==> src/hw/rtl/rfo_pkg.sv <==
// rfo_pkg: shared types and constants for the ring FIFO with overwrite.
// No dependencies. Used by rfo_core and ring_fifo_with_overwrite_top.
`default_nettype none

package rfo_pkg;

	localparam int DEPTH = 16;
	localparam int CW    = $clog2(DEPTH + 1);

	typedef enum logic [1:0] {
		FN_SEND    = 2'd0,
		FN_SHARE   = 2'd1,
		FN_COLLECT = 2'd2
	} func_t;

	typedef enum logic [1:0] {
		ST_DONE  = 2'd0,
		ST_FULL  = 2'd1,
		ST_EMPTY = 2'd2
	} status_t;

	typedef struct packed {
		logic [CW-1:0] fill;
		logic          ovf;
		status_t       status;
	} flags_t;

endpackage

`default_nettype wire

==> src/hw/rtl/rfo_core.sv <==
// rfo_core: queue state, slot array and the combinational step logic.
// Depends on rfo_pkg. Instantiated by ring_fifo_with_overwrite_top.
`default_nettype none

module rfo_core #(
	parameter int DATA_WIDTH = 32
) (
	input  wire logic                  clk,
	input  wire logic                  arst_n,
	input  wire logic                  step,
	input  wire logic [1:0]            func,
	input  wire logic [DATA_WIDTH-1:0] data_in,
	input  wire logic                  cfg_we,
	input  wire logic [rfo_pkg::CW-1:0] cfg_wdata,
	output logic      [DATA_WIDTH-1:0] read_data,
	output logic      [DATA_WIDTH-1:0] head_data,
	output rfo_pkg::flags_t            flags
);

	localparam int DEPTH = rfo_pkg::DEPTH;
	localparam int CW = rfo_pkg::CW;
	localparam int PW = $clog2(DEPTH);
	localparam logic [CW-1:0] CAP_MAX = CW'(DEPTH);
	localparam logic [CW-1:0] CAP_RST = CW'((DEPTH < 16) ? DEPTH : 16);

	logic [DATA_WIDTH-1:0] slots_q [DEPTH];
	logic [DATA_WIDTH-1:0] head_q;
	logic [PW-1:0]         wp_q;
	logic [PW-1:0]         rd_q;
	logic [CW-1:0]         fill_q;
	logic [CW-1:0]         cap_q;
	logic                  ovf_q;

	logic [DATA_WIDTH-1:0] head_d;
	logic [DATA_WIDTH-1:0] nxt_data;
	logic [PW-1:0]         wp_d;
	logic [PW-1:0]         rd_d;
	logic [PW-1:0]         wp_inc;
	logic [PW-1:0]         rd_inc;
	logic [CW-1:0]         fill_d;
	logic [CW-1:0]         cap_wr;
	logic                  ovf_d;
	logic                  wr_en;
	logic                  full;
	logic                  empty;
	rfo_pkg::status_t      st;

	assign full     = (fill_q == cap_q);
	assign empty    = (fill_q == '0);
	assign wp_inc   = ((CW'(wp_q) + CW'(1)) == cap_q) ? '0 : wp_q + PW'(1);
	assign rd_inc   = ((CW'(rd_q) + CW'(1)) == cap_q) ? '0 : rd_q + PW'(1);
	assign nxt_data = slots_q[rd_inc];

	always_comb begin
		priority if (cfg_wdata == '0) begin
			cap_wr = CW'(1);
		end else if (cfg_wdata > CAP_MAX) begin
			cap_wr = CAP_MAX;
		end else begin
			cap_wr = cfg_wdata;
		end
	end

	always_comb begin
		wr_en     = 1'b0;
		wp_d      = wp_q;
		rd_d      = rd_q;
		fill_d    = fill_q;
		ovf_d     = ovf_q;
		head_d    = head_q;
		read_data = '0;
		st        = rfo_pkg::ST_DONE;
		unique case (rfo_pkg::func_t'(func))
			rfo_pkg::FN_SEND: begin
				if (full) begin
					st = rfo_pkg::ST_FULL;
				end else begin
					wr_en  = 1'b1;
					wp_d   = wp_inc;
					fill_d = fill_q + CW'(1);
					ovf_d  = 1'b0;
					if (empty) begin
						head_d = data_in;
					end
				end
			end
			rfo_pkg::FN_SHARE: begin
				wr_en = 1'b1;
				wp_d  = wp_inc;
				if (full) begin
					ovf_d  = 1'b1;
					rd_d   = rd_inc;
					head_d = (rd_inc == wp_q) ? data_in : nxt_data;
				end else begin
					fill_d = fill_q + CW'(1);
					if (empty) begin
						head_d = data_in;
					end
				end
			end
			rfo_pkg::FN_COLLECT: begin
				if (empty) begin
					st = rfo_pkg::ST_EMPTY;
				end else begin
					read_data = head_q;
					fill_d    = fill_q - CW'(1);
					ovf_d     = 1'b0;
					rd_d      = rd_inc;
					head_d    = nxt_data;
				end
			end
			default: begin
			end
		endcase
	end

	assign head_data    = (fill_d == '0) ? '0 : head_d;
	assign flags.fill   = fill_d;
	assign flags.ovf    = ovf_d;
	assign flags.status = st;

	always_ff @(posedge clk or negedge arst_n) begin
		if (!arst_n) begin
			cap_q  <= CAP_RST;
			wp_q   <= '0;
			rd_q   <= '0;
			fill_q <= '0;
			ovf_q  <= 1'b0;
		end else if (cfg_we) begin
			cap_q  <= cap_wr;
			wp_q   <= '0;
			rd_q   <= '0;
			fill_q <= '0;
			ovf_q  <= 1'b0;
		end else if (step) begin
			wp_q   <= wp_d;
			rd_q   <= rd_d;
			fill_q <= fill_d;
			ovf_q  <= ovf_d;
		end
	end

	always_ff @(posedge clk) begin
		if (step && !cfg_we) begin
			head_q <= head_d;
			if (wr_en) begin
				slots_q[wp_q] <= data_in;
			end
		end
	end

`ifndef ASSERT_OFF
	a_fill_le_cap: assert property (@(posedge clk) disable iff (!arst_n)
		fill_q <= cap_q)
		else $error("fill count exceeds capacity");

	a_ptr_align: assert property (@(posedge clk) disable iff (!arst_n)
		(fill_q == '0 || fill_q == cap_q) |-> (wp_q == rd_q))
		else $error("pointers misaligned at empty or full");

	a_cfg_clear: assert property (@(posedge clk) disable iff (!arst_n)
		cfg_we |=> (fill_q == '0 && !ovf_q && wp_q == '0))
		else $error("capacity write did not empty the queue");
`endif

endmodule

`default_nettype wire

==> src/hw/rtl/ring_fifo_with_overwrite_top.sv <==
// ring_fifo_with_overwrite_top: input register, step core, result register.
// Depends on rfo_pkg and rfo_core.
//
//   channel  dir  handshake            payload
//   in       in   in_valid/in_stall    func, data_in
//   out      out  out_valid/out_stall  read_data, head_data, fill_level,
//                                      overflowed, status
//   cfg      in   cfg_we               cfg_wdata (capacity)
//
// One item per cycle while out is not stalled; an accepted item passes the input register,
// then the result register, and the step itself is combinational logic in rfo_core.
// Reset empties the queue and sets capacity to 16 (limited to DEPTH).
// A stall on out holds the result register; the input register then holds and
// in_stall rises while it is occupied.
`default_nettype none

module ring_fifo_with_overwrite_top #(
	parameter int DATA_WIDTH = 32
) (
	input  wire logic                   clk,
	input  wire logic                   arst_n,
	input  wire logic                   in_valid,
	output logic                        in_stall,
	input  wire logic [1:0]             func,
	input  wire logic [DATA_WIDTH-1:0]  data_in,
	output logic                        out_valid,
	input  wire logic                   out_stall,
	output logic      [DATA_WIDTH-1:0]  read_data,
	output logic      [DATA_WIDTH-1:0]  head_data,
	output logic      [rfo_pkg::CW-1:0] fill_level,
	output logic                        overflowed,
	output logic      [1:0]             status,
	input  wire logic                   cfg_we,
	input  wire logic [rfo_pkg::CW-1:0] cfg_wdata
);

	logic                  vld_s1;
	logic [1:0]            func_s1;
	logic [DATA_WIDTH-1:0] data_s1;
	logic                  vld_s2;
	logic [DATA_WIDTH-1:0] read_data_s2;
	logic [DATA_WIDTH-1:0] head_s2;
	rfo_pkg::flags_t       flags_s2;

	logic                  s2_open;
	logic                  step;
	logic [DATA_WIDTH-1:0] core_read;
	logic [DATA_WIDTH-1:0] core_head;
	rfo_pkg::flags_t       core_flags;

	assign s2_open  = !vld_s2 || !out_stall;
	assign step     = vld_s1 && s2_open;
	assign in_stall = vld_s1 && !s2_open;

	rfo_core #(
		.DATA_WIDTH (DATA_WIDTH)
	) u_core (
		.clk       (clk),
		.arst_n    (arst_n),
		.step      (step),
		.func      (func_s1),
		.data_in   (data_s1),
		.cfg_we    (cfg_we),
		.cfg_wdata (cfg_wdata),
		.read_data (core_read),
		.head_data (core_head),
		.flags     (core_flags)
	);

	always_ff @(posedge clk or negedge arst_n) begin
		if (!arst_n) begin
			vld_s1 <= 1'b0;
			vld_s2 <= 1'b0;
		end else begin
			if (!in_stall) begin
				vld_s1 <= in_valid;
			end
			if (s2_open) begin
				vld_s2 <= vld_s1;
			end
		end
	end

	always_ff @(posedge clk) begin
		if (in_valid && !in_stall) begin
			func_s1 <= func;
			data_s1 <= data_in;
		end
		if (step) begin
			read_data_s2 <= core_read;
			head_s2      <= core_head;
			flags_s2     <= core_flags;
		end
	end

	assign out_valid  = vld_s2;
	assign read_data  = read_data_s2;
	assign head_data  = head_s2;
	assign fill_level = flags_s2.fill;
	assign overflowed = flags_s2.ovf;
	assign status     = flags_s2.status;

`ifndef ASSERT_OFF
	a_stall_busy: assert property (@(posedge clk) disable iff (!arst_n)
		in_stall |-> (vld_s1 && vld_s2))
		else $error("input stalled with a free stage");

	a_hold_s1: assert property (@(posedge clk) disable iff (!arst_n)
		in_stall |=> (vld_s1 && $stable(func_s1) && $stable(data_s1)))
		else $error("input register lost its item while stalled");

	a_empty_result: assert property (@(posedge clk) disable iff (!arst_n)
		(vld_s2 && flags_s2.status == rfo_pkg::ST_EMPTY)
		|-> (flags_s2.fill == '0 && read_data_s2 == '0 && head_s2 == '0))
		else $error("rejected collect reported data");
`endif

endmodule

`default_nettype wire
==> config.mk <==
export PLATFORM = sky130hd
export DESIGN_NAME = ring_fifo_with_overwrite_top
export DESIGN_NICKNAME = d
export VERILOG_FILES = /design/src/hw/rtl/rfo_pkg.sv /design/src/hw/rtl/rfo_core.sv /design/src/hw/rtl/ring_fifo_with_overwrite_top.sv
export SDC_FILE = /design/constraint.sdc
export NUM_CORES = 1
export LEC_CHECK = 0
export CAP_MARGIN = 20
export CELL_PAD_IN_SITES_DETAIL_PLACEMENT = 1
export CELL_PAD_IN_SITES_GLOBAL_PLACEMENT = 1
export CORE_MARGIN = 1
export CORE_UTILIZATION = 49
export CTS_BUF_LIST = sky130_fd_sc_hd__clkbuf_8
export CTS_CLUSTER_SIZE = 25
export DETAILED_ROUTE_END_ITERATION = 12
export DONT_BUFFER_PORTS = 1
export PLACE_DENSITY = 0.84
export RECOVER_POWER = 25
export SYNTH_ARGS = -nofsm -noshare
export SYNTH_HDL_FRONTEND = slang
export SYNTH_SLANG_ARGS = --single-unit
==> constraint.sdc <==
create_clock -name clk -period 10.1 [get_ports clk]
set_input_delay 3.03 -clock clk [delete_from_list [all_inputs] [get_ports clk]]
set_output_delay 3.03 -clock clk [all_outputs]
set_load 0.02 [all_outputs]
==> results.ini, run 1 <==
[status]
outcome=finished clean

[route]
wl_per_cell_microns=27.0
drcViolationCount=0
wl_met1_mm=31.3
first_pass_iters=6
vias_per_cell=6.32
met2_length_mm=35.1
wl_met3_mm=6.53
vias=17464
detail-route-antenna-nets=0
top_layer=met4
drt_iter0_drc=1761
wl_mm=74.7

[die]
die_w_microns=242
rows=87
die_h_microns=242
core_area_sq_um=56600
initial_core_util=0.498
die-area_sq_um=58500
pin_count=118

[timing]
hold_violations=0
finalSetupViolations=0
period_minus_slack_ns=6.37
slew_headroom=0.252
worst_pin_slew_ns=1.12
finalClockSkew_ns=0.0310
finalSetupTns_ns=0
rsz0062_at_grt=no
slew_viol_final=0
max_freq_mhz=157
fin_crit_sh=0.630

[cells_and_area]
final_common_cell=edfxtp_1
num-nets-final=1973
layout-drive-gt1-share=0.124
fill_cells=5433
area_growth_pct=9.68
most-common-layout-cells=edfxtp_1, a21oi_1, mux2i_1
stdcell_count=2765

[synthesis]
synth_top_family_by_area=compound AO/OA/AOI/OAI gates
synth_nets=1967
netlist.area_leader.share=0.692
synthXorXnorAreaFrac=0.0100
synth_area_leaders=edfxtp_1, mux2i_1, a21oi_1, dfrtp_1, o211ai_1
syn_inst=1916
async_reset_ff_frac=0.0313
synthMuxAreaShare=0.0479
syn_area_per_cell_sq_um=14.7
syn_area_sq_um=28200
ys_types=79
synth_ff_type=edfxtp_1
yosysWarnings=0
synthAdderAreaFrac=0.00311
yosys.area_share.simple=0.0691
yosys.area.top_type=edfxtp_1
synth-edff-count=650
synth_compound_area_frac=0.130
synth-seq-cells=671
seq_area_frac_synth=0.711

[clocking]
cts.clk_slew.worst_paths_ns=0.06
htree_levels=3
clockRootBuffer=clkbuf_8
postCtsResizedCells=0
cts_setup_buffers=0
cts_buffers=104
clock_sinks=671
cts_tree=yes
clockBufferDepth=3
clock_latency_ns=0.71
cts_hold_buf=0

[worst_setup_path]
crit_buf_inv=1
criticalPathCategory=input pin to output port
r2r-start=u_core.rd_q[0]
required_ns=7.07
cp_max_fo=3
worstSetupStartpoint=out_stall
path_cells=nand3_1, inv_1
crit_arrival_ns=3.34
critical-path-max-stage-delay_ns=0.20
cp-start-kind=input pin
critPathSlowestCell=inv_1
crit_path_end_kind=output port
cp_top_family=buffers and inverters

[min_path]
hp-class=flip-flop to flip-flop
hp-start=vld_s1

[global_route]
grt_pass1_vias=17900
grt_pass1_wl_mm=112
grt_use_total=0.252
grt_start_max_net_pins=82
overflow=0
antenna_found_initial=2

[placement]
portBuffers=0
gp_congestion=0.896
dp_hpwl_mm=45.7
placedCellCount=2569

[power]
p_leak_nw=9.81
p_per_area_nw_per_um2=200
power_mw=6.19
ir_worst_vdd_mv=0.109

[job]
drv_cap=0

[cells by family after synthesis]
logic type	count (synthesis)
DFF	671
AOI/OAI and AO/OA	494
and+or+nand+nor	396
buffers and inverters	189
muxes	134
xor gates and xnor gates	25
adders and majority gates	7
[report_power, final]
part	switching [mW]	internal (mW)
clock	1.07	1.05
sequential	0.142	3.18
combinational	0.497	0.249
[metrics by stage]
| step | hold slack, ns | instance area, sq um | utilization | worst slack [ns] |
|---|---|---|---|---|
| floorplan | 0.457 | 28200 | - | 2.20 |
| global placement | 0.486 | 29000 | 0.512 | 3.76 |
| detailed placement | 0.483 | 29000 | 0.512 | 3.74 |
| CTS | 0.511 | 30900 | 0.546 | 3.74 |
| global route | 0.546 | 30900 | 0.546 | 3.73 |
| finish | 0.518 | 30900 | 0.546 | 3.73 |
[final timing paths]
path / to / slack, ns / cells after the start
max: in_stall / 3.73 / 2
min: out_valid / 0.52 / 1
max reg2reg: head_data[30] / 4.99 / 11
min reg2reg: out_valid / 0.52 / 1
max in group asynchronous: u_core.cap_q[4] / 7.90 / 0
min in group asynchronous: u_core.rd_q[0] / 2.03 / 0
[Yosys cell counts (all sizes together), types with 12 or more instances]
master,count
o211ai,62
mux2i,127
xor2,12
o22ai,30
o21ai,48
nand2b,36
inv,46
o2111ai,29
nand3,37
xnor2,13
and2,66
a21oi,161
o221ai,32
a2bb2oi,30
edfxtp,650
nor3,41
clkbuf,98
o22a,30
a32o,31
dfrtp,20
buf,44
nor2,93
nand2,103
[state kept, by name, summed over array words and instances, names as in the netlist, 2 cells and up]
signal	cells
u_core.slots_q	512
data_s1	32
head_data	32
read_data	32
u_core.head_q	32
fill_level	5
u_core.cap_q	5
u_core.fill_q	5
u_core.rd_q	4
u_core.wp_q	4
func_s1	2
status	2
[final cells by class]
cell class                      count  area (sq um)  share of cell area
Multi-Input combinational cell   1056          7520               0.243
Clock inverter                     86           443              0.0143
Sequential cell                   671         20000               0.648
Clock buffer                      106          1460              0.0472
Timing Repair Buffer               42           319              0.0103
Antenna cell                        1          2.50           0.0000809
Inverter                           47           178             0.00575
Tap cell                          756           946              0.0306
[metal layers]
metal	vias up	GRT usage
met2	927	0.397
li1	7498	-
met1	8900	0.357
met4	0	0.0791
met5	-	0
met3	139	0.0464
No activity file was read; power rests on OpenSTA's default activity.
==> inputs of run 2 (changes only) <==
--- a/config.mk
+++ b/config.mk
@@ -5,6 +5,7 @@
 export SDC_FILE = /design/constraint.sdc
 export NUM_CORES = 1
 export LEC_CHECK = 0
+export ABC_AREA = 1
 export CAP_MARGIN = 20
 export CELL_PAD_IN_SITES_DETAIL_PLACEMENT = 1
 export CELL_PAD_IN_SITES_GLOBAL_PLACEMENT = 1
@@ -14,7 +15,7 @@
 export CTS_CLUSTER_SIZE = 25
 export DETAILED_ROUTE_END_ITERATION = 12
 export DONT_BUFFER_PORTS = 1
-export PLACE_DENSITY = 0.84
+export PLACE_DENSITY = 0.87
 export RECOVER_POWER = 25
 export SYNTH_ARGS = -nofsm -noshare
 export SYNTH_HDL_FRONTEND = slang
==> constraint.sdc (replaced) <==
create_clock -name clk -period 6.5 [get_ports clk]
set_input_delay 1.95 -clock clk [delete_from_list [all_inputs] [get_ports clk]]
set_output_delay 1.95 -clock clk [all_outputs]
set_load 0.02 [all_outputs]
==> results.ini, run 2 <==
[timing]
slew_headroom=0.120
worst_pin_slew_ns=1.32
finalSetupTns_ns=0
rsz0062_at_grt=no
fin_crit_sh=0.773
finalClockSkew_ns=0.0700
period_minus_slack_ns=5.03
max_freq_mhz=199
slew_viol_final=0
finalSetupViolations=0
hold_violations=0

[clocking]
clockBufferDepth=3
clock_sinks=671
htree_levels=3
clock_latency_ns=0.75
cts.clk_slew.worst_paths_ns=0.07
cts_setup_buffers=0
clockRootBuffer=clkbuf_8
cts_hold_buf=0
cts_buffers=107
cts_tree=yes
postCtsResizedCells=0

[global_route]
grt_use_total=0.294
grt_start_max_net_pins=186
overflow=0
grt_pass1_wl_mm=133
grt_pass1_vias=22733
antenna_found_initial=2

[cells_and_area]
area_growth_pct=9.70
top_register=u_core.slots_q
final_area_sq_um=31700
final_common_cell=nand3_1
largest_reg_flops=512
num-nets-final=2623
layout-drive-gt1-share=0.0943
most-common-layout-cells=nand3_1, edfxtp_1, nand2_1

[synthesis]
synth-edff-count=650
yosys.area.top_type=edfxtp_1
synth-seq-cells=671
ys_types=34
async_reset_ff_frac=0.0313
synth_ff_type=edfxtp_1
syn_area_sq_um=28900
synth_nets=2623
yosysMostFrequentCell=nand3_1
seq_area_frac_synth=0.694
syn_area_per_cell_sq_um=11.2
synth_area_leaders=edfxtp_1, nand3_1, nand2_1, dfrtp_1, inv_1
yosysWarnings=0
syn_inst=2572
netlist.area_leader.share=0.675
synthTopCellsByCount=nand3_1, edfxtp_1, nand2_1

[power]
share_seq_of_total_power=0.524
p_sw_mw=2.71
switching_share=0.278
p_clk_frac=0.372
combPwrFrac=0.104
p_int_mw=7.05
p_leak_nw=11.6
p_per_area_nw_per_um2=308
ir_worst_vdd_mv=0.203

[worst_setup_path]
crit_end=head_data[17]
critPathSlowestCell=nand2_2
worstSetupStartpoint=u_core.rd_q[0]
criticalPathCategory=flip-flop to flip-flop
cp-start-kind=flip-flop
crit_arrival_ns=5.50
crit_top_cell=nand2_1
critical-path-max-stage-delay_ns=0.67
cp_top_family=simple AND/OR/NAND/NOR gates
crit_buf_inv=3
reg2reg_depth=18
required_ns=6.98
reg2reg_to=head_data[17]
cp_max_fo=96
r2r-start=u_core.rd_q[0]
path_depth=18
reg2reg_slack_ns=1.47
path_cells=inv_6, nand2_1, nand2_1, nand3_1, nor2_4, nand2_8, nand2_8, nand2_1, nand2_1, nand2_1, inv_2, nand2_2, nand2_1, nand2_1, nand3_1, nand3_1, nand2_1, inv_1
crit_path_end_kind=flip-flop

[die]
pin_count=118
initial_core_util=0.498
die_h_microns=245
die-area_sq_um=60000
die_w_microns=245
rows=88
core_area_sq_um=58000

[job]
drv_cap=0

[route]
first_pass_iters=5
wl_mm=89.3
wl_per_cell_microns=26.1
drt_iter0_drc=2529
vias_per_cell=6.20
detail-route-antenna-nets=0
drcViolationCount=0
vias=21276

[placement]
gp_congestion=0.819
placed_cell_area_sq_um=29500
dp_hpwl_mm=52.2
portBuffers=0

[status]
outcome=finished clean

[min_path]
hp-start=vld_s1
hp-class=flip-flop to flip-flop

run 2: kinds of logic after synthesis:
group                      share of synthesized area
xor gates and xnor gates                     0.00303
adders and majority gates                    0.00303
AOI/OAI and AO/OA                             0.0270
muxes                                       0.000346
and+or+nand+nor                                0.227
buffers and inverters                         0.0463
DFF                                            0.694
run 2: metal layers:
| metal | track usage | wire length [microns] |
|---|---|---|
| met2 | 0.484 | 43600 |
| met5 | 0 | 0 |
| met3 | 0.0704 | 9120 |
| met1 | 0.371 | 34100 |
| met4 | 0.127 | 2590 |
run 2: layout make-up:
| type | instances | area [sq um] |
|---|---|---|
| timing repair buffer | 54 | 474 |
| clock inverter | 86 | 547 |
| tap | 765 | 957 |
| sequential | 671 | 20000 |
| inverter | 114 | 435 |
| clock buffer | 113 | 1560 |
| antenna | 2 | 5.00 |
| fill | 6021 | 26300 |
| multi-input combinational | 1624 | 7690 |
run 2: power by group through the flow:
stage | sequential [mW] | combinational, mW | clock (mW)
floorplan | 5.17 | 0.664 | 0
finish | 5.11 | 1.02 | 3.63
global placement | 5.19 | 0.888 | 0
detailed placement | 5.20 | 0.976 | 0
global route | 5.12 | 1.10 | 3.82
CTS | 5.11 | 0.990 | 3.64
run 2: worst min-delay path by stage:
stage                endpoint  slack [ns]  cells after the start
CTS                 out_valid        0.52                      2
global placement    out_valid        0.47                      2
floorplan           out_valid        0.47                      2
global route        out_valid        0.55                      2
finish              out_valid        0.51                      2
detailed placement  out_valid        0.50                      2
run 2: worst register-to-register path, cell delays in order (launching register included):
cell	delay (ns)
dfrtp_1	0.50
inv_6	0.59
nand2_1	0.14
nand2_1	0.10
nand3_1	0.12
nor2_4	0.18
nand2_8	0.29
nand2_8	0.52
nand2_1	0.18
nand2_1	0.11
nand2_1	0.08
inv_2	0.53
nand2_2	0.69
nand2_1	0.28
nand2_1	0.08
nand3_1	0.10
nand3_1	0.14
nand2_1	0.09
inv_1	0.06
run 2: per-stage QoR:
step	cells	hold slack [ns]	total power, mW	setup WS (ns)	utilization
floorplan	2572	0.465	5.84	-0.285	-
global placement	3220	0.472	6.07	1.80	0.508
detailed placement	3220	0.505	6.17	1.56	0.508
CTS	3419	0.520	9.74	1.64	0.545
global route	3428	0.554	10.0	1.19	0.546
finish	3429	0.511	9.76	1.47	0.546
